==> config.mk <==
export PLATFORM = sky130hd
export DESIGN_NAME = ldr2_queue
export DESIGN_NICKNAME = d
export VERILOG_FILES = /design/src/rtl/ldr2_pkg.sv /design/src/rtl/ldr2_queue.sv
export SDC_FILE = /design/constraint.sdc
export NUM_CORES = 1
export LEC_CHECK = 0
export ABC_AREA = 1
export BUFFER_PORTS_ARGS = -buffer_cell sky130_fd_sc_hd__buf_4
export CAP_MARGIN = 10
export CELL_PAD_IN_SITES_DETAIL_PLACEMENT = 0
export CELL_PAD_IN_SITES_GLOBAL_PLACEMENT = 1
export CORE_MARGIN = 10
export CORE_UTILIZATION = 40
export CTS_CLUSTER_SIZE = 30
export DETAILED_ROUTE_END_ITERATION = 10
export PLACE_DENSITY = 0.82
export SLEW_MARGIN = 5
export SYNTH_ARGS = -nofsm -noshare
export SYNTH_HDL_FRONTEND = slang
export SYNTH_SLANG_ARGS = --single-unit
==> constraint.sdc <==
create_clock -name clock -period 5.34 [get_ports clock]
set_clock_uncertainty 0.2 [all_clocks]
set_input_delay 0.801 -clock clock [delete_from_list [all_inputs] [get_ports clock]]
set_output_delay 0.801 -clock clock [all_outputs]
set_load 0.05 [all_outputs]
==> src/rtl/ldr2_pkg.sv <==
package ldr2_pkg;

   localparam int WORD_BITS  = 32;
   localparam int COUNT_BITS = 16;

   localparam int DATA_BITS  = 32;
   localparam int USED_BITS  = (WORD_BITS < DATA_BITS) ? WORD_BITS : DATA_BITS;
   localparam int PC_BITS    = $clog2(USED_BITS + 1);
   localparam int PC_LEVELS  = $clog2(USED_BITS);
   localparam int PC_SIZE    = 1 << PC_LEVELS;

   localparam int N_BITS     = 16;
   localparam int CMP_BITS   = (COUNT_BITS > N_BITS) ? COUNT_BITS : N_BITS;
   localparam int PROD_BITS  = 2 * N_BITS;
   localparam int WIDE_BITS  = 2 * PROD_BITS;

   localparam int SCORE_BITS     = 17;
   localparam int QUO_STEPS      = 16;
   localparam int STEP_BITS      = $clog2(QUO_STEPS);
   localparam int REQ_DATA_BITS  = 2 * DATA_BITS;
   localparam int RSP_DATA_BITS  = 24;
   localparam int QUEUE_DEPTH    = 2;
   localparam int QPTR_BITS      = $clog2(QUEUE_DEPTH);
   localparam int QCNT_BITS      = $clog2(QUEUE_DEPTH + 1);

   localparam logic [N_BITS-1:0]     SAMPLE_COUNT_RESET = N_BITS'(10000);
   localparam logic [SCORE_BITS-1:0] Q16_ONE            = SCORE_BITS'(65536);

   typedef struct packed {
      logic [COUNT_BITS-1:0] ones_a;
      logic [COUNT_BITS-1:0] ones_b;
      logic [COUNT_BITS-1:0] ones_both;
      logic [N_BITS-1:0]     sample_count;
   } entry_type;

   typedef enum logic [2:0] {
      BK_IDLE,
      BK_PROD,
      BK_SQUARE,
      BK_CHECK,
      BK_DIVIDE,
      BK_EMIT
   } back_state_type;

   function automatic logic [PC_BITS-1:0] pop_count(input logic [USED_BITS-1:0] w);
      logic [PC_SIZE-1:0] wp;
      logic [PC_BITS-1:0] t [PC_SIZE];
      wp = PC_SIZE'(w);
      for (int i = 0; i < PC_SIZE; i++) begin
         t[i] = PC_BITS'(wp[i]);
      end
      for (int lvl = 0; lvl < PC_LEVELS; lvl++) begin
         for (int i = 0; i < (PC_SIZE >> (lvl + 1)); i++) begin
            t[i] = t[2*i] + t[2*i+1];
         end
      end
      return t[0];
   endfunction

   function automatic logic [COUNT_BITS-1:0] sat_add(input logic [COUNT_BITS-1:0] acc,
                                                     input logic [PC_BITS-1:0] inc);
      logic [COUNT_BITS:0] sum;
      sum = {1'b0, acc} + (COUNT_BITS+1)'(inc);
      return sum[COUNT_BITS] ? {COUNT_BITS{1'b1}} : sum[COUNT_BITS-1:0];
   endfunction

endpackage

==> src/rtl/ldr2_queue.sv <==
module ldr2_queue (
   input  logic                clock,
   input  logic                reset,
   input  logic                push,
   input  ldr2_pkg::entry_type push_entry,
   input  logic                pop,
   output ldr2_pkg::entry_type head_entry,
   output logic                full,
   output logic                empty
);
   import ldr2_pkg::*;

   entry_type            slot_ff [QUEUE_DEPTH];
   logic [QPTR_BITS-1:0] wr_ptr_ff, rd_ptr_ff;
   logic [QCNT_BITS-1:0] count_ff;

   assign full       = (count_ff == QCNT_BITS'(QUEUE_DEPTH));
   assign empty      = (count_ff == '0);
   assign head_entry = slot_ff[rd_ptr_ff];

   always_ff @(posedge clock) begin
      if (push) begin
         slot_ff[wr_ptr_ff] <= push_entry;
      end
   end

   always_ff @(posedge clock) begin
      if (reset) begin
         wr_ptr_ff <= '0;
         rd_ptr_ff <= '0;
         count_ff  <= '0;
      end else begin
         if (push) begin
            wr_ptr_ff <= (wr_ptr_ff == QPTR_BITS'(QUEUE_DEPTH - 1)) ? '0 : wr_ptr_ff + 1'b1;
         end
         if (pop) begin
            rd_ptr_ff <= (rd_ptr_ff == QPTR_BITS'(QUEUE_DEPTH - 1)) ? '0 : rd_ptr_ff + 1'b1;
         end
         if (push && !pop) begin
            count_ff <= count_ff + 1'b1;
         end else if (pop && !push) begin
            count_ff <= count_ff - 1'b1;
         end
      end
   end

endmodule

==> impl_summary.md <==
Logic synthesis
The mean post-synth cell area is around 22 um2. In this run, distinct cell masters in the synthesized netlist total 16. Counting flops and latches in the post-synthesis netlist gives between 100 and 150. The share of the Yosys chip area taken by registers is 0.766. In the synthesized netlist, the number of instances is 232.

After synthesis, the cell types taking the most area are edfxtp_1, mux2_4, buf_12. The cell type with the highest aggregate area in the netlist is edfxtp_1. The synthesized netlist occupies a cell area of 5150 um2. Counting every net in the synthesized netlist gives 301. The share of synthesized area in the top cell type comes to 0.747. For this run, the number of Yosys warnings is 0.

Timing
The max-slew headroom at the worst pin is 0.523. For the pin with the worst max-slew slack, the measured transition is 0.715 ns. The achievable frequency is 0.299 GHz. Setup violations remaining at the end of the flow were counted as 0. The routed design could run at a clock period as short as 3.35 ns.

Setup repair after global routing left no endpoint under its margin. The final hold violation count is 0. The setup slack of the critical path after layout is around 2.0 ns.

In the finished design, the share of the clock period the worst path needs comes to 0.627. In the final timing run, aggregate negative setup slack is 0 ns. The number of max-slew violations in the final report is 0.

Placement
The cell area reported after detailed placement is 6260 um2. The pre-CTS setup slack is ~2.3 ns. Summed over all nets, the half-perimeter wirelength after detailed placement is between 6000 and 7000 um. The weighted congestion reported at the end of routability-driven placement is about 0.67. Input and output buffers added on the ports amount to 133.

Worst setup path
The arrival time at the worst endpoint is 2.35 ns. STA classifies the critical path startpoint as a flop. For the worst setup path, the data required time is 4.34 ns.

Of all nets on the critical path, the largest fanout is 38. STA classifies the critical path endpoint as an output port. The critical path is of the flop to output port type.

Clock tree
After clock tree synthesis, the clock-pin slew on the worst setup and hold paths is 0.05 ns. The root buffer cell is clkbuf_16. The largest buffer count on any clock path is 2. The number of clock buffers inserted by TritonCTS is 17. After clock tree synthesis, the flow added hold-fix buffers numbering 0. The number of instances resized during post-cts repair is 0. TritonCTS built the clock tree. The post-CTS setup repair buffer count is 0. The clock network latency to the later pin of the worst-skew pair is 0.40 ns. The TritonCTS sink count is 133.

The number of H-tree levels is 4.

Power and ir drop
In this run the power density over the cells is ~410 nW/um2. The part of the power in registers is 0.439. The internal portion of total power is 2.12 mW. The combinational share of power is 0.165. The clock network fraction of total power is 0.396. The reported net switching power is between 700 and 800 uW. The design draws between 2 and 3 mW. The peak ir drop on the vdd network is roughly 0.20 mV.

The leakage power summed over all cells is 2.74 nW. Of the total power, the share spent switching nets is 0.249.

Hold path
The worst hold path belongs to the class flop to flop.

GRT
The first global-routing pass estimated 15700 um of wire. The number of antenna violations at the first check in global routing is 0. The sum of overflow across all layers after global routing is 0.

The pin count of the biggest net entering global routing is 40. The global routing usage summed across all routing layers is 0.115. The number of global-route vias before repair came to 2945.

Floorplan
In this run the vertical extent of the chip is 133 um. The die covers ~18000 um2. The number of top-level design ports is 134.

Row generation in the floorplan step produced 41 rows. For this configuration, the core starts out at a cell density of 0.408. The die outline width is 133 um.

The core area is 12600 um2.

Layout
The fraction of layout cells with a size suffix above 1 is 0.584. The total of fill cells in the finished design is 1040. In the final layout, the multi-input gates occupy 1050 um2.

The final net count is 450. The storage element area is 3950 um2. Compared with the post-synthesis result, the final layout area differs by 33.4%. The number of antenna diodes in the final layout is 0.

The area of all placed cells without fillers is 6870 um2.

Route
The number of nets with antenna violations after detailed routing is 0. After detailed routing, the number of vias per cell comes to 4.50. The overall routed net length is approximately 9900 um.

After the first detailed-routing iteration, the DRC count stood at roughly 140. Dividing the detail-routed wire length by the instance count gives between 15 and 20 um. The count of TritonRoute iterations in the first routing pass is 4. The vias after detailed routing is 2547. After detailed routing, the number of remaining DRC violations is 0.

Run
The number of violations of the max-capacitance limit is 0.

Run status
The flow ran to the end, and the final reports show no timing, DRC or antenna violations.
## cells in the mapped netlist
cell	count
edfxtp_1	128
mux2_4	60
inv_1	9
nor2_1	7
buf_12	6
dfxtp_1	5
nand2_1	5
mux2_2	4
a21oi_1	1
buf_6	1
ha_1	1
nand3_1	1
nand4_1	1
nor3_1	1
o21ai_0	1
xnor2_1	1
## routing by layer
layer | routed length, um | track usage
met3 | 824 | 0.0556
met4 | 162 | 0.0472
met1 | 3910 | 0.125
met2 | 4980 | 0.189
met5 | 0 | 0
## through the flow
| step | util | cells | hold slack (ns) |
|---|---|---|---|
| CTS | 0.542 | 565 | 0.334 |
| detailed placement | 0.496 | 533 | 0.318 |
| finish | 0.544 | 566 | 0.324 |
| global route | 0.544 | 566 | 0.354 |
| floorplan | - | 232 | 0.280 |
| global placement | 0.496 | 533 | 0.289 |
## logic make-up (layout without fill, tap and decap cells)
logic type,after synthesis,after routing,synth area share
AO/OA/AOI/OAI,2,2,0.00194
XOR/XNOR,1,1,0.00170
flip-flops,133,133,0.766
adder cells (fa/ha/maj),1,1,0.00243
AND/OR/NAND/NOR,15,15,0.0119
buffers and inverters,16,178,0.0321
multiplexers,64,64,0.184
## path summary, 6_finish.rpt
| kind | startpoint | to | slack [ns] | depth (start not counted) |
|---|---|---|---|---|
| setup reg to reg | wr_ptr_ff | slot_ff[1][24] | 3.25 | 3 |
| hold reg to reg | rd_ptr_ff | rd_ptr_ff | 0.32 | 2 |
| setup / recovery | flop | head_entry[5] | 1.99 | 3 |
| hold / removal | rd_ptr_ff | rd_ptr_ff | 0.32 | 2 |
## power groups by stage
stage | clock network (mW) | registers (mW) | logic, mW
after global routing | 1.20 | 1.25 | 0.491
after floorplan | 0 | 1.24 | 0.354
after CTS | 1.15 | 1.24 | 0.471
after detailed placement | 0 | 1.26 | 0.470
after global placement | 0 | 1.26 | 0.465
final | 1.12 | 1.24 | 0.466
## worst max-delay path: stages, from the launching register on
cell,delay [ns]
dfxtp_4,0.82
buf_4,0.56
mux2_4,0.35
buf_4,0.19
## state kept, by name, summed over array words and instances (netlist names), named ones only
signal and cells:
count_ff 2, slot_ff 128, rd_ptr_ff 1, wr_ptr_ff 1
## layout by cell type (no fill, tap or decap), drive strengths merged, types with 3 or more instances in the layout
cell type,instances
nand2,5
inv,9
nor2,7
dfxtp,5
bufinv,3
clkinv,7
clkbuf,21
edfxtp,128
buf,137
mux2,64
## cell type report
type / instances / area share
clock buffer: 21 / 0.0642
tap: 172 / 0.0313
sequential: 133 / 0.575
multi-input combinational: 83 / 0.152
clock inverter: 11 / 0.0195
timing repair buffer: 137 / 0.153
inverter: 9 / 0.00492
No activity file was read; power rests on OpenSTA's default activity.
