File: config.mk
export PLATFORM = sky130hd
export DESIGN_NAME = ldr2_front
export DESIGN_NICKNAME = d
export VERILOG_FILES = /design/src/rtl/ldr2_pkg.sv /design/src/rtl/ldr2_front.sv
export SDC_FILE = /design/constraint.sdc
export NUM_CORES = 1
export LEC_CHECK = 0
export BUFFER_PORTS_ARGS = -buffer_cell sky130_fd_sc_hd__buf_2
export CORE_MARGIN = 4
export CORE_UTILIZATION = 50
export CTS_BUF_LIST = sky130_fd_sc_hd__clkbuf_16
export CTS_CLUSTER_DIAMETER = 60
export DETAILED_ROUTE_END_ITERATION = 8
export GPL_TIMING_DRIVEN = 0
export PLACE_DENSITY_LB_ADDON = 0.25
export SYNTH_ARGS = -nofsm -noshare
export SYNTH_HDL_FRONTEND = slang
export SYNTH_SLANG_ARGS = --single-unit
File: constraint.sdc
create_clock -name clock -period 6.6 [get_ports clock]
set_clock_uncertainty 0.1 [all_clocks]
set_input_delay 0.66 -clock clock [delete_from_list [all_inputs] [get_ports clock]]
set_output_delay 0.66 -clock clock [all_outputs]
set_load 0.05 [all_outputs]
File: src/rtl/ldr2_pkg.sv
package ldr2_pkg;

   localparam int WORD_BITS  = 32;
   localparam int COUNT_BITS = 16;

   localparam int DATA_BITS  = 32;
   localparam int USED_BITS  = (WORD_BITS < DATA_BITS) ? WORD_BITS : DATA_BITS;
   localparam int PC_BITS    = $clog2(USED_BITS + 1);
   localparam int PC_LEVELS  = $clog2(USED_BITS);
   localparam int PC_SIZE    = 1 << PC_LEVELS;

   localparam int N_BITS     = 16;
   localparam int CMP_BITS   = (COUNT_BITS > N_BITS) ? COUNT_BITS : N_BITS;
   localparam int PROD_BITS  = 2 * N_BITS;
   localparam int WIDE_BITS  = 2 * PROD_BITS;

   localparam int SCORE_BITS     = 17;
   localparam int QUO_STEPS      = 16;
   localparam int STEP_BITS      = $clog2(QUO_STEPS);
   localparam int REQ_DATA_BITS  = 2 * DATA_BITS;
   localparam int RSP_DATA_BITS  = 24;
   localparam int QUEUE_DEPTH    = 2;
   localparam int QPTR_BITS      = $clog2(QUEUE_DEPTH);
   localparam int QCNT_BITS      = $clog2(QUEUE_DEPTH + 1);

   localparam logic [N_BITS-1:0]     SAMPLE_COUNT_RESET = N_BITS'(10000);
   localparam logic [SCORE_BITS-1:0] Q16_ONE            = SCORE_BITS'(65536);

   typedef struct packed {
      logic [COUNT_BITS-1:0] ones_a;
      logic [COUNT_BITS-1:0] ones_b;
      logic [COUNT_BITS-1:0] ones_both;
      logic [N_BITS-1:0]     sample_count;
   } entry_type;

   typedef enum logic [2:0] {
      BK_IDLE,
      BK_PROD,
      BK_SQUARE,
      BK_CHECK,
      BK_DIVIDE,
      BK_EMIT
   } back_state_type;

   function automatic logic [PC_BITS-1:0] pop_count(input logic [USED_BITS-1:0] w);
      logic [PC_SIZE-1:0] wp;
      logic [PC_BITS-1:0] t [PC_SIZE];
      wp = PC_SIZE'(w);
      for (int i = 0; i < PC_SIZE; i++) begin
         t[i] = PC_BITS'(wp[i]);
      end
      for (int lvl = 0; lvl < PC_LEVELS; lvl++) begin
         for (int i = 0; i < (PC_SIZE >> (lvl + 1)); i++) begin
            t[i] = t[2*i] + t[2*i+1];
         end
      end
      return t[0];
   endfunction

   function automatic logic [COUNT_BITS-1:0] sat_add(input logic [COUNT_BITS-1:0] acc,
                                                     input logic [PC_BITS-1:0] inc);
      logic [COUNT_BITS:0] sum;
      sum = {1'b0, acc} + (COUNT_BITS+1)'(inc);
      return sum[COUNT_BITS] ? {COUNT_BITS{1'b1}} : sum[COUNT_BITS-1:0];
   endfunction

endpackage

File: src/rtl/ldr2_front.sv
module ldr2_front (
   input  logic                        clock,
   input  logic                        reset,
   input  logic                        accept,
   input  logic [ldr2_pkg::DATA_BITS-1:0] word_a,
   input  logic [ldr2_pkg::DATA_BITS-1:0] word_b,
   input  logic                        last_word,
   input  logic [ldr2_pkg::N_BITS-1:0] sample_count,
   output logic                        push,
   output ldr2_pkg::entry_type         push_entry
);
   import ldr2_pkg::*;

   logic [COUNT_BITS-1:0] ones_a_ff, ones_b_ff, ones_both_ff;
   logic [COUNT_BITS-1:0] ones_a_in, ones_b_in, ones_both_in;
   logic [COUNT_BITS-1:0] sum_a, sum_b, sum_both;

   always_comb begin
      sum_a    = sat_add(ones_a_ff, pop_count(word_a[USED_BITS-1:0]));
      sum_b    = sat_add(ones_b_ff, pop_count(word_b[USED_BITS-1:0]));
      sum_both = sat_add(ones_both_ff,
                         pop_count(word_a[USED_BITS-1:0] & word_b[USED_BITS-1:0]));
      ones_a_in    = ones_a_ff;
      ones_b_in    = ones_b_ff;
      ones_both_in = ones_both_ff;
      if (accept) begin
         if (last_word) begin
            ones_a_in    = '0;
            ones_b_in    = '0;
            ones_both_in = '0;
         end else begin
            ones_a_in    = sum_a;
            ones_b_in    = sum_b;
            ones_both_in = sum_both;
         end
      end
   end

   assign push                    = accept && last_word;
   assign push_entry.ones_a       = sum_a;
   assign push_entry.ones_b       = sum_b;
   assign push_entry.ones_both    = sum_both;
   assign push_entry.sample_count = sample_count;

   always_ff @(posedge clock) begin
      if (reset) begin
         ones_a_ff    <= '0;
         ones_b_ff    <= '0;
         ones_both_ff <= '0;
      end else begin
         ones_a_ff    <= ones_a_in;
         ones_b_ff    <= ones_b_in;
         ones_both_ff <= ones_both_in;
      end
   end

endmodule

==> reports/qor.yml <==
status:
  status: "finished, violations left"
  violations: "setup timing"
hold_path:
  whs_endpoint: "ones_both_ff[6]$_SDFFE_PP0P_"
  worst_hold_startpoint: "ones_both_ff[6]$_SDFFE_PP0P_"
  min_path_type: "reg2reg"
  hold_path_depth: 1
cells_and_area:
  nNetsFinal: 1052
  n_antenna_cell: 0
  area.sequential_um2: 961
  multiInputGateArea_mm2: 0.00476
  area_growth_pct: 37.2
  drive_gt1_frac: 0.344
  n_fill_cell: 889
  finalInstanceArea_mm2: 0.00802
yosys:
  yosys.area.top_type: "fa_1"
  ys_top_cells_by_area: "fa_1 (27%), dfxtp_1 (16%), ha_1 (9.6%)"
  ys_ff_latch: 48
  synth_top_area_share: 0.267
  ys_warn_count: 0
  synth_nets: 875
  yosysSeqAreaShare: 0.164
  synth_edf_count: 0
  ys_types: 53
  syn_area_mm2: 0.00584
  synth_flop_cell: "dfxtp_1"
  syn-instance-count: 668
  syn_avg_cell_area_um2: 8.75
  synthArstFlopShare: 0
setup_path:
  critPathRequiredTime_ns: 5.84
  reg2reg_slack_ns: 0.96
  arrival_ns: 5.97
  cp_num_buf_inv: 6
  worst-setup-path-type: "in2out"
  cp_max_fo: 6
  r2r-end: "ones_both_ff[13]$_SDFFE_PP0P_"
  end_kind: "primary output"
  crit_chain: "buf_2 > inv_1 > fa_1 > fa_1 > fa_1 > fa_2 > fa_1 > fa_1 > fa_2 > inv_2 > fa_2 > a211oi_4 > or3_4 > a31oi_4 > buf_12 > nand3_4 > buf_4 > o21ai_4 > buf_6"
  slowest_delay_ns: 0.60
  r2r_start: "ones_both_ff[0]$_SDFFE_PP0P_"
  crit_top_cell: "fa_1"
  cp_top_family: "adder cells"
  rr_worst_depth: 19
  slowest_stage: "fa_2"
  start_kind: "primary input"
global_routing:
  antenna_found_initial: 0
  grt_usage: 0.240
  grt_max_degree: 13
  grt_pass1_vias: 5487
  overflow: 0
  grt_pass1_wl_mm: 25.8
placed_design:
  place_congestion: 0.974
  io_buffer_count: 132
  placed_cell_area_mm2: 0.00679
  hpwl_mm: 12.9
timing:
  max_freq_mhz: 149
  relSlewSlack: 0.427
  min_period_ns: 6.73
  setup_slack_ns: -0.128
  rsz0062_at_grt: "true"
  setup_viol: 22
  hold_violations: 0
  hold_slack_ns: 0.384
  min_period_over_period: 1.02
  worst_pin_slew_ns: 0.856
  final_max_slew_viol_count: 0
cts:
  clockBufferDepth: 2
  postCtsHoldBufs: 0
  root_buffer: "clkbuf_16"
  cts.clk_slew.worst_paths_ns: 0.06
  htree_levels: 2
  clk_latency_ns: 0.28
  cts_buffers: 5
  cts_sinks: 48
  cts_tree: "built"
floorplanning:
  core_area_mm2: 0.0114
  chipWidth_um: 116
  pin_count: 149
  chipHeight_um: 116
  rows: 39
  initial_core_util: 0.512
  dieArea_mm2: 0.0135
route:
  ant_nets: 0
  vias: 5400
  drt_first_pass_iters: 5
  wire_per_inst_um: 17.0
  wl_mm: 16.7
  drtIter0Drc: 232
  viasPerCell: 5.48
  drc: 0
job:
  max_cap_viol_count: 0
==> routing by layer <==
metal / global-route usage / vias to the layer above / wire [um]
met2: 0.421 / 184 / 8620
li1: - / 2557 / -
met5: 0 / - / 0
met1: 0.314 / 2623 / 6880
met4: 0.0557 / 0 / 297
met3: 0.0363 / 36 / 935
==> cell usage after synthesis, drive strengths merged (2+ instances only) <==
cell,count
nor3,12
o21a,7
nand3,13
mux2i,2
ha,45
o22a,2
a21oi,33
o2bb2ai,2
xor2,12
nand2,70
a211oi,6
nand2b,7
mux2,3
dfxtp,48
and3,11
clkbuf,12
nand4b,2
a31oi,11
fa,78
and4,2
nand4,3
o31ai,2
o221a,3
nor2,32
o211ai,6
or3,3
a21o,11
a22o,27
o21bai,2
buf,24
o21ai,25
and2,10
xnor2,13
a41o,2
nor2b,6
inv,112
==> cells in the final DEF, fill, tap and decap left out, drive strengths merged, types with 3 or more instances in the layout <==
cell type,n
or3,3
a21oi,33
nand3,14
clkbuf,19
buf,191
and2,10
fa,78
nand2,70
a21o,11
nor2b,6
a31oi,11
a211oi,6
xor2,12
o21ai,25
nor3,12
a22o,27
dfxtp,48
inv,112
mux2,3
o21a,7
nor2,32
nand4,3
xnor2,13
o221a,3
nand2b,7
o211ai,6
and3,11
ha,45
==> final cells by class <==
| cell class | count | share of cell area |
|---|---|---|
| inverters | 112 | 0.0524 |
| flip-flops and latches | 48 | 0.120 |
| clock buffers | 5 | 0.0156 |
| repair buffers | 169 | 0.167 |
| well taps | 143 | 0.0223 |
| multi-input cells | 473 | 0.594 |
| plain buffers | 36 | 0.0287 |
==> metrics by stage <==
stage	utilization	setup WS (ns)	TNS, ns	instances
2_1_floorplan	-	0.0236	0	668
3_3_place_gp	0.594	-0.620	-16.59	943
3_5_place_dp	0.594	-0.622	-18.24	943
4_1_cts	0.675	-0.212	-3.99	976
5_1_grt	0.702	-0.301	-6.36	986
6_report	0.702	-0.128	-1.69	986
==> registers in the layout, summed over array words and instances (netlist names) <==
| signal | count |
|---|---|
| ones_both_ff | 16 |
| ones_b_ff | 16 |
| ones_a_ff | 16 |
==> kinds of logic (layout without fill, tap and decap cells) <==
group                      Yosys count  count (layout)  synth area share
AOI/OAI and AO/OA                  146             146             0.175
xor gates and xnor gates            25              25            0.0375
adders and majority gates          123             123             0.364
buffers and inverters              148             322             0.108
DFF                                 48              48             0.164
muxes                                5               5           0.00921
and+or+nand+nor                    173             174             0.143
==> worst max path at each step <==
stage	start	depth (start not counted)	slack, ns	endpoint
floorplan	word_a[4]	17	0.02	push_entry[31]
global placement	word_a[4]	19	-0.62	push_entry[31]
detailed placement	word_b[4]	19	-0.62	push_entry[31]
CTS	word_b[0]	18	-0.21	push_entry[18]
global route	word_b[0]	20	-0.30	push_entry[30]
finish	word_b[5]	19	-0.13	push_entry[38]
==> what timing repair did <==
item | 4_1_cts | 5_1_grt
hold endpoints to repair | 0 | 0
endpoints found under the setup margin | 48 | 48
setup buffers | 25 | 11
resized for setup | 155 | 67
pin swaps | 36 | 26
cloned | 4 | 0
Power is not shown: default switching activity piles up to over one toggle a cycle in this logic, so the estimate is an artifact.
